==> src/hdl/pmt_sp_pkg.sv <==
// ----------------------------------------------------------------------------
// pmt_sp_pkg
// Types and constants shared by the program map section parser files.
// ----------------------------------------------------------------------------
package pmt_sp_pkg;

  // Table id that marks a program map section.
  localparam logic [7:0] TABLE_ID_PMT = 8'h02;

  // Fixed sizes of the section layout.
  localparam logic [3:0]  HDR_LAST_IDX   = 4'd11;
  localparam logic [12:0] HDR_CONSUMED   = 13'd13;
  localparam logic [13:0] ENTRY_OVERHEAD = 14'd5;
  localparam logic [2:0]  ENTRY_LAST_IDX = 3'd4;
  localparam logic [12:0] CONSUMED_MAX   = 13'h1FFF;
  localparam logic [9:0]  ENTRY_CNT_MAX  = 10'h3FF;
  localparam logic [9:0]  ENTRY_LIMIT_RST = 10'd16;

  // Result queue.
  localparam int unsigned RES_DEPTH = 4;
  localparam int unsigned RES_PTR_W = 2;
  localparam int unsigned RES_CNT_W = 3;

  typedef enum logic [2:0] {
    KIND_HEADER    = 3'd0,
    KIND_ENTRY     = 3'd1,
    KIND_DONE      = 3'd2,
    KIND_BAD_TABLE = 3'd3,
    KIND_OVERFLOW  = 3'd4
  } kind_e;

  typedef enum logic [2:0] {
    PH_IDLE   = 3'd0,
    PH_HEADER = 3'd1,
    PH_PINFO  = 3'd2,
    PH_ENTRY  = 3'd3,
    PH_ESSKIP = 3'd4
  } phase_e;

  typedef struct packed {
    logic [7:0] data_byte;
    logic       section_start;
  } in_word_t;

  typedef struct packed {
    logic [2:0]  kind;
    logic [11:0] sect_len;
    logic [15:0] prog_no;
    logic [4:0]  ver_no;
    logic        current_next;
    logic [7:0]  sect_no;
    logic [7:0]  last_sect_no;
    logic [15:0] pid;
    logic [11:0] info_length;
    logic [7:0]  es_type;
    logic        last_of_run;
  } res_word_t;

endpackage

==> src/hdl/pmt_sp_stream_if.sv <==
// ----------------------------------------------------------------------------
// pmt_sp_stream_if
// Valid/ready channel that carries one word of a given type per handshake.
// ----------------------------------------------------------------------------
interface pmt_sp_stream_if #(
  parameter type word_t = pmt_sp_pkg::in_word_t
);
  logic  valid;
  logic  ready;
  word_t word;

  modport source (output valid, output word, input ready);
  modport sink   (input valid, input word, output ready);
endinterface

==> src/hdl/pmt_section_parser_core.sv <==
// ----------------------------------------------------------------------------
// pmt_section_parser_core
// Byte-serial parser for transport stream program map sections.
// ----------------------------------------------------------------------------
// Usage:
// Section bytes enter on sec_in_i, one word per handshake, with section_start
// set on the table id byte. Parsed results leave on res_out_o: a header word
// after the twelfth header byte, one word per elementary entry, and a done,
// wrong table id or too many entries word where the section ends or fails.
// The entry_limit register sits at byte address 0 of the APB-style port.
//
// Throughput is one byte per cycle while the result queue has room. Every
// byte is decoded in the cycle it is accepted: the parser state moves at that
// edge and the results it causes are written into a four-word result queue.
// A byte causes at most two results; sec_in_i is ready while the queue has
// room for two words, so with the receiver taking a word every cycle the
// input stalls only where bytes that cause two results follow each other.
//
// Reset clears the parser to idle, empties the queue and sets entry_limit to
// 16. When the receiver stalls, results wait in the queue and the input is
// held off once fewer than two queue slots are free; nothing is dropped.
// ----------------------------------------------------------------------------
module pmt_section_parser_core (
  input  logic        clk_i,
  input  logic        rst_ni,
  pmt_sp_stream_if.sink   sec_in_i,
  pmt_sp_stream_if.source res_out_o,
  input  logic        psel,
  input  logic        penable,
  input  logic        pwrite,
  input  logic [2:0]  paddr,
  input  logic [31:0] pwdata,
  output logic [31:0] prdata,
  output logic        pready
);

  // --------------------------------------------------------------------------
  // Configuration register
  // --------------------------------------------------------------------------
  logic [9:0] entry_limit_q;
  logic       cfg_wr;

  assign pready = 1'b1;
  assign cfg_wr = psel && penable && pwrite && (paddr[2] == 1'b0);
  assign prdata = (paddr[2] == 1'b0) ? {22'd0, entry_limit_q} : 32'd0;

  always_ff @(posedge clk_i or negedge rst_ni) begin
    if (!rst_ni) begin
      entry_limit_q <= pmt_sp_pkg::ENTRY_LIMIT_RST;
    end else if (cfg_wr) begin
      entry_limit_q <= pwdata[9:0];
    end
  end

  // --------------------------------------------------------------------------
  // Parser state
  // --------------------------------------------------------------------------
  pmt_sp_pkg::phase_e phase_q, phase_d;
  logic [3:0]  hdr_idx_q, hdr_idx_d;
  logic [12:0] consumed_q, consumed_d;
  logic [11:0] skip_q, skip_d;
  logic [2:0]  ent_idx_q, ent_idx_d;
  logic [9:0]  ent_cnt_q, ent_cnt_d;
  logic [11:0] sec_len_q, sec_len_d;
  logic [15:0] prog_num_q, prog_num_d;
  logic [5:0]  ver_flags_q, ver_flags_d;
  logic [15:0] sec_nums_q, sec_nums_d;
  logic [15:0] pcr_word_q, pcr_word_d;
  logic [11:0] pinfo_len_q, pinfo_len_d;
  logic [31:0] ent_bytes_q, ent_bytes_d;

  // Results produced by the byte being accepted.
  pmt_sp_pkg::res_word_t res0, res1;
  logic [1:0]  push_n;

  // Result queue.
  pmt_sp_pkg::res_word_t fifo_q [pmt_sp_pkg::RES_DEPTH];
  logic [pmt_sp_pkg::RES_PTR_W-1:0] wr_ptr_q, rd_ptr_q, wr_ptr_nx;
  logic [pmt_sp_pkg::RES_CNT_W-1:0] fifo_cnt_q;
  logic in_acc, out_pop;

  // Two free slots are needed since one byte may cause two results.
  assign sec_in_i.ready = (fifo_cnt_q <= pmt_sp_pkg::RES_CNT_W'(pmt_sp_pkg::RES_DEPTH - 2));
  assign in_acc         = sec_in_i.valid && sec_in_i.ready;
  assign out_pop        = res_out_o.valid && res_out_o.ready;

  always_ff @(posedge clk_i or negedge rst_ni) begin
    if (!rst_ni) begin
      phase_q     <= pmt_sp_pkg::PH_IDLE;
      hdr_idx_q   <= '0;
      consumed_q  <= '0;
      skip_q      <= '0;
      ent_idx_q   <= '0;
      ent_cnt_q   <= '0;
      sec_len_q   <= '0;
      prog_num_q  <= '0;
      ver_flags_q <= '0;
      sec_nums_q  <= '0;
      pcr_word_q  <= '0;
      pinfo_len_q <= '0;
      ent_bytes_q <= '0;
    end else begin
      phase_q     <= phase_d;
      hdr_idx_q   <= hdr_idx_d;
      consumed_q  <= consumed_d;
      skip_q      <= skip_d;
      ent_idx_q   <= ent_idx_d;
      ent_cnt_q   <= ent_cnt_d;
      sec_len_q   <= sec_len_d;
      prog_num_q  <= prog_num_d;
      ver_flags_q <= ver_flags_d;
      sec_nums_q  <= sec_nums_d;
      pcr_word_q  <= pcr_word_d;
      pinfo_len_q <= pinfo_len_d;
      ent_bytes_q <= ent_bytes_d;
    end
  end

  // --------------------------------------------------------------------------
  // Byte decode: next state and the results of this byte
  // --------------------------------------------------------------------------
  logic [7:0]  b;
  logic [11:0] ent_len;
  logic [13:0] ent_sum;
  logic        loop_chk;
  pmt_sp_pkg::res_word_t chk_res;
  logic        chk_emit;

  assign b       = sec_in_i.word.data_byte;
  assign ent_len = {ent_bytes_q[3:0], b};
  assign ent_sum = {1'b0, consumed_q} + pmt_sp_pkg::ENTRY_OVERHEAD + {2'b00, ent_len};

  always_comb begin
    phase_d     = phase_q;
    hdr_idx_d   = hdr_idx_q;
    consumed_d  = consumed_q;
    skip_d      = skip_q;
    ent_idx_d   = ent_idx_q;
    ent_cnt_d   = ent_cnt_q;
    sec_len_d   = sec_len_q;
    prog_num_d  = prog_num_q;
    ver_flags_d = ver_flags_q;
    sec_nums_d  = sec_nums_q;
    pcr_word_d  = pcr_word_q;
    pinfo_len_d = pinfo_len_q;
    ent_bytes_d = ent_bytes_q;
    res0        = '0;
    res1        = '0;
    push_n      = 2'd0;
    loop_chk    = 1'b0;
    chk_res     = '0;
    chk_emit    = 1'b0;

    if (in_acc) begin
      if (sec_in_i.word.section_start) begin
        if (b != pmt_sp_pkg::TABLE_ID_PMT) begin
          res0.kind = pmt_sp_pkg::KIND_BAD_TABLE;
          push_n    = 2'd1;
          phase_d   = pmt_sp_pkg::PH_IDLE;
        end else begin
          phase_d    = pmt_sp_pkg::PH_HEADER;
          hdr_idx_d  = 4'd1;
          ent_cnt_d  = '0;
          consumed_d = '0;
          skip_d     = '0;
          ent_idx_d  = '0;
        end
      end else begin
        unique case (phase_q)
          pmt_sp_pkg::PH_HEADER: begin
            unique case (hdr_idx_q)
              4'd1:    sec_len_d   = {b[3:0], 8'd0};
              4'd2:    sec_len_d   = {sec_len_q[11:8], b};
              4'd3:    prog_num_d  = {b, 8'd0};
              4'd4:    prog_num_d  = {prog_num_q[15:8], b};
              4'd5:    ver_flags_d = b[5:0];
              4'd6:    sec_nums_d  = {b, 8'd0};
              4'd7:    sec_nums_d  = {sec_nums_q[15:8], b};
              4'd8:    pcr_word_d  = {b, 8'd0};
              4'd9:    pcr_word_d  = {pcr_word_q[15:8], b};
              4'd10:   pinfo_len_d = {b[3:0], 8'd0};
              default: pinfo_len_d = pinfo_len_q | {4'd0, b};
            endcase
            if (hdr_idx_q >= pmt_sp_pkg::HDR_LAST_IDX) begin
              res0.kind         = pmt_sp_pkg::KIND_HEADER;
              res0.sect_len     = sec_len_d;
              res0.prog_no      = prog_num_d;
              res0.ver_no       = ver_flags_d[5:1];
              res0.current_next = ver_flags_d[0];
              res0.sect_no      = sec_nums_d[15:8];
              res0.last_sect_no = sec_nums_d[7:0];
              res0.pid          = pcr_word_d;
              res0.info_length  = pinfo_len_d;
              push_n            = 2'd1;
              // At most 13 + 4095, so the count cannot saturate here.
              consumed_d = pmt_sp_pkg::HDR_CONSUMED + {1'b0, pinfo_len_d};
              hdr_idx_d  = '0;
              if (pinfo_len_d != '0) begin
                skip_d  = pinfo_len_d;
                phase_d = pmt_sp_pkg::PH_PINFO;
              end else begin
                loop_chk = 1'b1;
              end
            end else begin
              hdr_idx_d = hdr_idx_q + 4'd1;
            end
          end
          pmt_sp_pkg::PH_PINFO, pmt_sp_pkg::PH_ESSKIP: begin
            if (skip_q != '0) begin
              skip_d = skip_q - 12'd1;
            end
            if (skip_d == '0) begin
              loop_chk = 1'b1;
            end
          end
          pmt_sp_pkg::PH_ENTRY: begin
            if (ent_idx_q < pmt_sp_pkg::ENTRY_LAST_IDX) begin
              ent_bytes_d = {ent_bytes_q[23:0], b};
              ent_idx_d   = ent_idx_q + 3'd1;
            end else begin
              res0.kind        = pmt_sp_pkg::KIND_ENTRY;
              res0.es_type     = ent_bytes_q[31:24];
              res0.pid         = {3'd0, ent_bytes_q[20:8]};
              res0.info_length = ent_len;
              push_n           = 2'd1;
              ent_idx_d        = '0;
              if (ent_cnt_q < pmt_sp_pkg::ENTRY_CNT_MAX) begin
                ent_cnt_d = ent_cnt_q + 10'd1;
              end
              consumed_d = ent_sum[13] ? pmt_sp_pkg::CONSUMED_MAX : ent_sum[12:0];
              if (ent_len != '0) begin
                skip_d  = ent_len;
                phase_d = pmt_sp_pkg::PH_ESSKIP;
              end else begin
                loop_chk = 1'b1;
              end
            end
          end
          default: begin
            // Idle: bytes without a start mark are dropped.
          end
        endcase
      end
    end

    // Top of the entry loop: finish, overflow or start the next entry.
    if (loop_chk) begin
      if (consumed_d >= {1'b0, sec_len_d}) begin
        chk_res.kind = pmt_sp_pkg::KIND_DONE;
        chk_emit     = 1'b1;
        phase_d      = pmt_sp_pkg::PH_IDLE;
      end else if (ent_cnt_d >= entry_limit_q) begin
        chk_res.kind = pmt_sp_pkg::KIND_OVERFLOW;
        chk_emit     = 1'b1;
        phase_d      = pmt_sp_pkg::PH_IDLE;
      end else begin
        phase_d   = pmt_sp_pkg::PH_ENTRY;
        ent_idx_d = '0;
      end
    end

    if (chk_emit) begin
      if (push_n == 2'd0) begin
        res0   = chk_res;
        push_n = 2'd1;
      end else begin
        res1   = chk_res;
        push_n = 2'd2;
      end
    end

    if (push_n == 2'd1) begin
      res0.last_of_run = 1'b1;
    end
    if (push_n == 2'd2) begin
      res1.last_of_run = 1'b1;
    end
  end

  // --------------------------------------------------------------------------
  // Result queue: up to two writes and one read per cycle
  // --------------------------------------------------------------------------
  assign wr_ptr_nx = wr_ptr_q + pmt_sp_pkg::RES_PTR_W'(1);

  always_ff @(posedge clk_i) begin
    if (push_n != 2'd0) begin
      fifo_q[wr_ptr_q] <= res0;
    end
    if (push_n == 2'd2) begin
      fifo_q[wr_ptr_nx] <= res1;
    end
  end

  always_ff @(posedge clk_i or negedge rst_ni) begin
    if (!rst_ni) begin
      wr_ptr_q   <= '0;
      rd_ptr_q   <= '0;
      fifo_cnt_q <= '0;
    end else begin
      wr_ptr_q   <= wr_ptr_q + pmt_sp_pkg::RES_PTR_W'(push_n);
      rd_ptr_q   <= rd_ptr_q + pmt_sp_pkg::RES_PTR_W'(out_pop);
      fifo_cnt_q <= fifo_cnt_q + pmt_sp_pkg::RES_CNT_W'(push_n)
                    - pmt_sp_pkg::RES_CNT_W'(out_pop);
    end
  end

  assign res_out_o.valid = (fifo_cnt_q != '0);
  assign res_out_o.word  = fifo_q[rd_ptr_q];

  // --------------------------------------------------------------------------
  // Assertions
  // --------------------------------------------------------------------------
  a_fifo_bound: assert property (@(posedge clk_i) disable iff (!rst_ni)
    fifo_cnt_q <= pmt_sp_pkg::RES_CNT_W'(pmt_sp_pkg::RES_DEPTH))
    else $error("result queue count beyond its depth");

  a_idle_quiet: assert property (@(posedge clk_i) disable iff (!rst_ni)
    (in_acc && !sec_in_i.word.section_start && phase_q == pmt_sp_pkg::PH_IDLE)
    |-> (push_n == 2'd0))
    else $error("idle byte without start mark produced a result");

  a_start_header: assert property (@(posedge clk_i) disable iff (!rst_ni)
    (in_acc && sec_in_i.word.section_start && b == pmt_sp_pkg::TABLE_ID_PMT)
    |=> (phase_q == pmt_sp_pkg::PH_HEADER && hdr_idx_q == 4'd1))
    else $error("valid table id did not start the header");

  a_entry_idx: assert property (@(posedge clk_i) disable iff (!rst_ni)
    ent_idx_q <= pmt_sp_pkg::ENTRY_LAST_IDX)
    else $error("entry byte index out of range");

  a_pair_ends: assert property (@(posedge clk_i) disable iff (!rst_ni)
    (push_n == 2'd2) |-> (!res0.last_of_run && res1.last_of_run
      && (res1.kind == pmt_sp_pkg::KIND_DONE || res1.kind == pmt_sp_pkg::KIND_OVERFLOW)))
    else $error("second result of a byte is not a closing word");

endmodule

==> src/flat_wrapper.sv <==
// flat-port wrapper written by rule: the top's interface ports become plain ports
module pmt_section_parser_core_flat 
  (clk_i, rst_ni, psel, penable, pwrite, paddr, pwdata, prdata, pready, sec_in_i_valid, sec_in_i_word, sec_in_i_ready, res_out_o_valid, res_out_o_word, res_out_o_ready);
  pmt_sp_stream_if #(.word_t(pmt_sp_pkg::in_word_t)) sec_in_i_i ();
  pmt_sp_stream_if #(.word_t(pmt_sp_pkg::res_word_t)) res_out_o_i ();
  input  logic clk_i;
  input  logic rst_ni;
  input  logic psel;
  input  logic penable;
  input  logic pwrite;
  input  logic [2:0] paddr;
  input  logic [31:0] pwdata;
  output logic [31:0] prdata;
  output logic pready;
  input wire logic [$bits(sec_in_i_i.valid)-1:0] sec_in_i_valid;
  input wire logic [$bits(sec_in_i_i.word)-1:0] sec_in_i_word;
  output wire logic [$bits(sec_in_i_i.ready)-1:0] sec_in_i_ready;
  output wire logic [$bits(res_out_o_i.valid)-1:0] res_out_o_valid;
  output wire logic [$bits(res_out_o_i.word)-1:0] res_out_o_word;
  input wire logic [$bits(res_out_o_i.ready)-1:0] res_out_o_ready;
  assign sec_in_i_i.valid = sec_in_i_valid;
  assign sec_in_i_i.word = sec_in_i_word;
  assign sec_in_i_ready = sec_in_i_i.ready;
  assign res_out_o_valid = res_out_o_i.valid;
  assign res_out_o_word = res_out_o_i.word;
  assign res_out_o_i.ready = res_out_o_ready;
  pmt_section_parser_core u_core (.clk_i(clk_i), .rst_ni(rst_ni), .sec_in_i(sec_in_i_i), .res_out_o(res_out_o_i), .psel(psel), .penable(penable), .pwrite(pwrite), .paddr(paddr), .pwdata(pwdata), .prdata(prdata), .pready(pready));
endmodule
==> config.mk <==
export PLATFORM = sky130hd
export DESIGN_NAME = pmt_section_parser_core_flat
export DESIGN_NICKNAME = d
export VERILOG_FILES = /design/src/hdl/pmt_sp_pkg.sv /design/src/hdl/pmt_sp_stream_if.sv /design/src/hdl/pmt_section_parser_core.sv /design/src/flat_wrapper.sv
export SDC_FILE = /design/constraint.sdc
export NUM_CORES = 1
export LEC_CHECK = 0
export BUFFER_PORTS_ARGS = -buffer_cell sky130_fd_sc_hd__buf_2
export CORE_UTILIZATION = 60
export CTS_BUF_LIST = sky130_fd_sc_hd__clkbuf_4 sky130_fd_sc_hd__clkbuf_8
export DETAILED_ROUTE_END_ITERATION = 8
export GPL_TIMING_DRIVEN = 0
export PLACE_DENSITY = 0.79
export SLEW_MARGIN = 5
export SYNTH_ARGS = -nofsm -noshare
export SYNTH_HDL_FRONTEND = slang
export SYNTH_SLANG_ARGS = --single-unit
==> constraint.sdc <==
create_clock -name clk_i -period 16.41 [get_ports clk_i]
set_input_delay 0.8205 -clock clk_i [delete_from_list [all_inputs] [get_ports clk_i]]
set_output_delay 0.8205 -clock clk_i [all_outputs]
set_load 0.005 [all_outputs]
==> results.md, run 1 <==
* Simple-gate share of the synthesized area at 0.105
* DR vias at 20600
* # setup viols final at 0
* Placed insts at 3018
* Sink Count at 532
* Most Crowded Layer GR: met2
* RSZ-0062 raised after global routing: no
* 1st-iter DRT viols at 2426
* Leak at 11.5 nW
* Most common cell in the netlist: dfxtp_1
* DR vias/cell at 6.48
* Max clock buf depth at 3
* Yosys Warn Count at 0
* Setup Fix Bufs, Post-CTS at 0
* Post-synthesis adder-cell area fraction at 0.0334
* Top cells by area, synth: dfxtp_1 (29%), dfrtp_1 (18%), a22o_1 (11%)
* Largest net degree at the start of global routing at 100
* Netlist Area Pre-Place at 24400 sq um
* Critical path's slowest cell: clkbuf_1
* GRT Resource Usage Total at 0.354
* Starting Density at 0.611
* CTS tree: yes
* CP Class: in -> reg
* M3 GR Usage at 0.0772
* 1st-pass router iterations at 8
* Syn avg cell area at 10.4 sq um
* Initial antenna violation count at 0
* Cells after Synth at 2343
* Clock network power share at 0.317
* Row Count at 73
* Final Max Slew Viols at 0
* Setup Skew at ~41 ps
* P per Cell Area at 144 nW/um^2
* Register area share after synthesis at 0.477
* Mux contribution to synthesized area at 0.118
* Async set or reset register ratio after synthesis at 0.323
* DIE WIDTH at between 200 and 250 microns
* Fin crit share at 0.561
* DRT Wirelength at 73400 microns
* Reg clk slew, reported paths at 60 ps
* Synthesized flop and latch total at 532
* Final ANT Viol Nets at 0
* Placer congestion estimate at 1.01
* Met2 usage at 0.562
* Arr. time, crit path at 9610 ps
* Crit end category: register
* Switch share at 0.359
* Post-synth EDFFs at 12
* Slew margin rel. at 0.107
* Share of the synthesized area in the top cell type at 0.286
* Remaining DRCs at 0
* Largest family of logic cells by synthesized area: compound AO/OA/AOI/OAI gates
* Final critical-path required period at 9210 ps
* Non-filler instance count after layout at 3178
* Logic pwr share at 0.305
* Worst hold path class: in -> async
* Ys flop type: dfxtp_1
* Core area at 39900 sq um
* Outcome: finished clean
* HPWL Detailed at 51400 microns
* Final Hold Vio Count at 0
* Total CTS buffers at 86
* Die Area at approximately 41000 sq um
* Crit path top cell by count: inv_1
* FF-to-FF path depth at 31
* Cts repair resizes at 0
* Remaining Overflow, GRT at 0
* Tightest Pin Transition at 1320 ps
* DR WL/cell at 23.1 microns
* Vias in the first global route at 20400
* # hold bufs at CTS at 0
* Synth Area in Compound Gates at 0.214
* Number of I/O port buffers at 128
* Crit path max fanout at 10
* Internal power at 2.56 mW
* Reg2reg start: u_core.hdr_idx_q[0]
* Top cells by count, synth: dfxtp_1 (348), a22o_1 (301), nand2_1 (247)
* Setup_tns at 0 ps
* Final net count at 2696
* Reg-to-reg critical path endpoint: u_core.fifo_q[1][0]
* Die Y at 204 microns
* # diodes at 0
* M1 GR Usage at 0.465
* Net switching power figure at 1.43 mW
* Synthesis-to-layout area growth at 13.7%
* Cell variety after synth at 85
* Share of cells above drive strength 1 at 0.188
* Clock latency on the worst-skew pair at 690 ps
* Reg2reg setup slack at 7600 ps
* Flop pwr share at 0.378
* Max Clk Rate at 109 MHz
* Maximum VDD drop at 111 uV
* Worst EP required at 16810 ps
* Max-cap violations at 0
* H-tree levels at 3
* Num ports at 176
* First-pass GRT wire length at 114000 microns
* Largest area contributor in the netlist: dfxtp_1
* Post-Synth XOR/XNOR Area at 0.00826
* Hold Worst Slack at 168 ps
* Max stage delay on crit path at 680 ps
* Clk root buf: clkbuf_8
* Critical path startpoint category: input pin
-- worst max path at each step --
stage,startpoint,to,cells past startpoint
6_report,sec_in_i_word[1],u_core.fifo_q[1][0],35
5_1_grt,sec_in_i_word[1],u_core.fifo_q[1][0],35
4_1_cts,sec_in_i_word[1],u_core.fifo_q[1][0],35
3_5_place_dp,sec_in_i_word[1],u_core.fifo_q[1][89],35
3_3_place_gp,sec_in_i_word[1],u_core.fifo_q[1][89],35
2_1_floorplan,sec_in_i_word[3],u_core.fifo_q[1][0],31
-- critical path: cells and delay by family --
kind	cells	cell delay, ps
fa+ha+maj	5	1550
compound gates	12	2730
buf+inv	12	3620
simple gates	6	850
-- through the flow --
stage	util	area, sq um	setup WS, ps	total power [mW]
after floorplan	-	24500	9830	2.35
after global placement	0.646	25800	7030	2.69
final	0.695	27700	7200	3.99
after CTS	0.695	27700	7640	3.97
after global routing	0.695	27700	7020	4.16
after detailed placement	0.647	25800	6950	2.72
-- sequential cells by signal, indices dropped and copies added, names as in the netlist, 3 cells and up --
| name | cells |
|---|---|
| u_core.consumed_q | 13 |
| u_core.ent_bytes_q | 32 |
| u_core.ent_cnt_q | 10 |
| u_core.ent_idx_q | 3 |
| u_core.entry_limit_q | 10 |
| u_core.fifo_cnt_q | 3 |
| u_core.fifo_q | 360 |
| u_core.hdr_idx_q | 4 |
| u_core.pcr_word_q | 16 |
| u_core.phase_q | 3 |
| u_core.pinfo_len_q | 12 |
| u_core.prog_num_q | 16 |
| u_core.sec_len_q | 12 |
| u_core.sec_nums_q | 16 |
| u_core.skip_q | 12 |
| u_core.ver_flags_q | 6 |
-- cell families after synthesis --
| kind of cell | count (synthesis) |
|---|---|
| DFF | 532 |
| muxes | 167 |
| xor gates and xnor gates | 23 |
| buffers and inverters | 262 |
| AOI/OAI and AO/OA | 724 |
| adders and majority gates | 64 |
| other | 2 |
| and+or+nand+nor | 569 |
-- cells in the final DEF (no fill, tap or decap), types with 8 or more instances in the layout --
cell type / count
dfrtp_1: 171
buf_2: 135
a211oi_1: 8
clkbuf_1: 161
mux4_2: 90
buf_1: 13
xnor2_1: 18
or3_1: 12
conb_1: 23
nor2_1: 162
nor3_1: 15
mux2i_1: 11
nor2b_1: 14
clkbuf_4: 31
and2_1: 17
o21ai_0: 173
a22o_1: 301
ha_1: 62
nand3_1: 26
clkinv_2: 10
o211ai_1: 11
dfxtp_1: 348
a22oi_1: 70
mux2_2: 66
clkbuf_8: 109
nand2b_1: 19
edfxtp_1: 12
buf_4: 23
nand4_1: 9
a21o_1: 10
nor4_1: 14
a21oi_1: 86
nand2_1: 247
inv_1: 56
-- power by group through the flow --
stage / Sequential, mW / Clock (mW) / Combinational, mW
after floorplan: 1.49 / 0 / 0.860
after global placement: 1.52 / 0 / 1.17
after detailed placement: 1.53 / 0 / 1.19
after CTS: 1.50 / 1.27 / 1.19
after global routing: 1.52 / 1.33 / 1.31
final: 1.51 / 1.27 / 1.22
-- metal layers --
metal / up-vias / wire (microns)
met1: 10100 / 29400
met2: 1141 / 34500
met4: 0 / 2870
li1: 9106 / -
met3: 207 / 6610
met5: - / 0
-- cell type report --
type | count | area, sq um
buffer | 206 | 877
clock buffer | 140 | 1730
clock inverter | 20 | 198
fill | 2976 | 12200
inverter | 56 | 210
multi-input combinational | 1570 | 11800
sequential | 532 | 11600
tap | 525 | 657
timing repair buffer | 129 | 678
Note: power is estimated with default switching activity, not from simulation.
==> run 2, diff against run 1 <==
==> constraint.sdc (replaced) <==
create_clock -name clk_i -period 8.7 [get_ports clk_i]
set_input_delay 0.435 -clock clk_i [delete_from_list [all_inputs] [get_ports clk_i]]
set_output_delay 0.435 -clock clk_i [all_outputs]
set_load 0.005 [all_outputs]
==> run 2 against run 1 <==
Net effect: core utilization grew 0.28 points; clock skew shrank 5.2 ps; via count grew 0.41%; register-to-register slack lost 7300 ps; combinational power grew 89%; routed wire length grew 0.52%; sequential power grew 89%; critical path depth shrank 3; design area grew 0.40%; critical endpoint is now u_core.fifo_q[0][89]; largest power group unchanged; highest routed layer unchanged.
==> results.md, run 2 (synthesized netlist as in run 1, its figures left out) <==
* Final ANT Viol Nets at 0 (unchanged)
* Largest register by flop count: u_core.fifo_q
* Critical path's slowest cell: clkbuf_1
* Arr. time, crit path at 8960 ps (-650 ps)
* Final Hold Vio Count at 0 (unchanged)
* Remaining Overflow, GRT at 0 (unchanged)
* P per Cell Area at 270 nW/um^2 (+88%)
* DR top layer: met4
* Final critical-path required period at 8560 ps
* Setup Fix Bufs, Post-CTS at 0 (unchanged)
* Number of I/O port buffers at 128 (unchanged)
* Share of cells above drive strength 1 at 0.188 (+0.000492)
* Leak at 11.5 nW (+0.44%)
* # setup viols final at 0 (unchanged)
* Sink Count at 532 (unchanged)
* Vias in the first global route at 20400 (+0.34%)
* Max clock buf depth at 3 (unchanged)
* Worst Path Buf+Inv at 10 (-2)
* Reg clk slew, reported paths at 60 ps (about the same)
* Commonest non-fill, non-tap cell in the layout: dfxtp_1
* DR vias at 20700 (+0.41%)
* Crit path top cell by count: inv_1
* CP Class: in -> reg
* Slew margin rel. at 0.101 (-0.00548)
* Max stage delay on crit path at 690 ps (about the same)
* Num ports at 176 (unchanged)
* DR WL/cell at 23.1 microns (+0.21%)
* DR vias/cell at 6.49 (about the same)
* Fillers at 2949 (-0.91%)
* GRT Resource Usage Total at 0.356 (+0.00137)
* Starting Density at 0.611 (unchanged)
* Setup_tns at 0 ps (unchanged)
* DP Area at 25800 sq um (unchanged)
* Largest net degree at the start of global routing at 100 (unchanged)
* Max Clk Rate at between 100 and 150 MHz
* Outcome: finished clean
* Clock latency on the worst-skew pair at 690 ps (about the same)
* Most frequent cells in the layout: dfxtp_1 (348), a22o_1 (301), nand2_1 (247)
* Tightest Pin Transition at 1330 ps (+8.09 ps)
* Critical path's top delay family: buffers and inverters
* Setup Skew at 35.4 ps (-5.25 ps)
* Clk root buf: clkbuf_8
* Fin crit share at 0.984
* WL met3 at 6970 microns (+5.4%)
* Final Max Slew Viols at 0 (unchanged)
* Total CTS buffers at 86 (unchanged)
* Crit end category: register
* Placer congestion estimate at 1.01 (unchanged)
* CTS tree: yes
* HPWL Detailed at 51400 microns (unchanged)
* Post-layout instance area at 27900 sq um (+0.40%)
* Maximum VDD drop at 207 uV (+87%)
* Remaining DRCs at 0 (unchanged)
* Worst hold path class: in -> reg
* M1 WL at 29200 microns (-0.61%)
* Row Count at 73 (unchanged)
* DIE WIDTH at 204 microns (unchanged)
* Die Area at 41500 sq um (unchanged)
* RSZ-0062 raised after global routing: no
* 1st-pass router iterations at 5 (-3)
* Synthesis-to-layout area growth at 14.2%
* Core Util, Final at 0.698 (+0.00276)
* Die Y at 204 microns (unchanged)
* H-tree levels at 3 (unchanged)
* Core area at 39900 sq um (unchanged)
* Worst EP required at 9100 ps (-7710 ps)
* Crit path max fanout at 10 (unchanged)
* 1st-iter DRT viols at 2426 (unchanged)
* Critical path startpoint category: input pin
* Largest regs: u_core.fifo_q (360), u_core.ent_bytes_q (32)
* First-pass GRT wire length at 114000 microns (+0.36%)
* Initial antenna violation count at 0 (unchanged)
* Max-cap violations at 0 (unchanged)
* Final net count at 2705 (+0.33%)
* WL met2 at 34600 microns (+0.25%)
* DRT Wirelength at 73700 microns (+0.52%)
* Max FFs per register at 360 (unchanged)
[run 2: cell count changes in the layout (fill, tap and decap cells not counted), sizes merged]
cell	before	now
dlygate4sd3	0	11
diode	0	1
clkbuf	301	299
[run 2: worst paths after layout]
check                                     startpoint                endpoint  slack (ps)  cells after the start
worst max-delay path                sec_in_i_word[1]    u_core.fifo_q[0][89]         140                     32
worst min-delay path                sec_in_i_word[0]       u_core.phase_q[2]         170                      3
worst max register to register   u_core.hdr_idx_q[0]    u_core.fifo_q[0][89]         340                     28
worst min register to register  u_core.fifo_q[2][27]    u_core.fifo_q[2][27]         450                      2
max in group asynchronous                     rst_ni  u_core.ent_bytes_q[29]        7430                      3
min in group asynchronous                     rst_ni     u_core.ent_cnt_q[1]         370                      2
[run 2: worst min-delay path, cell delays in order]
cell	delay (ps)
buf_2	120
nand4bb_1	150
a211oi_1	80
[run 2: per-layer routing]
metal  vias to the layer above  global-route usage
met1                     10100               0.466
met5                         -                   0
met3                       222              0.0773
li1                       9127                   -
met2                      1189               0.566
met4                         0               0.159
[run 2: stage by stage]
step,power [mW],std cells,hold WS (ps),setup slack (ps)
after floorplan,4.44,2364,139,2500
after global placement,5.08,3017,428,-293
after detailed placement,5.13,3018,442,-378
after CTS,7.49,3189,134,152
after global routing,7.86,3187,174,5.27
final,7.53,3188,166,138
[run 2: final cells by class]
class                           count  area [sq um]  share of cell area
Sequential cell                   532         11600               0.418
Inverter                           56           210             0.00755
Clock inverter                     20           198             0.00710
Timing Repair Buffer              140           788              0.0283
Buffer                            204           872              0.0313
Antenna cell                        1          2.50           0.0000898
Multi-Input combinational cell   1570         11800               0.422
Tap cell                          525           657              0.0236
Clock buffer                      140          1730              0.0622
[run 2: power breakdown]
group | switching (mW) | internal, mW
clock network | 1.05 | 1.34
registers | 0.184 | 2.66
logic | 1.46 | 0.837
[run 2: timing repair]
item	in CTS	in global routing
hold endpoints to repair	107	0
resized for setup	0	5
hold buffers	11	0
setup endpoints to repair	0	69
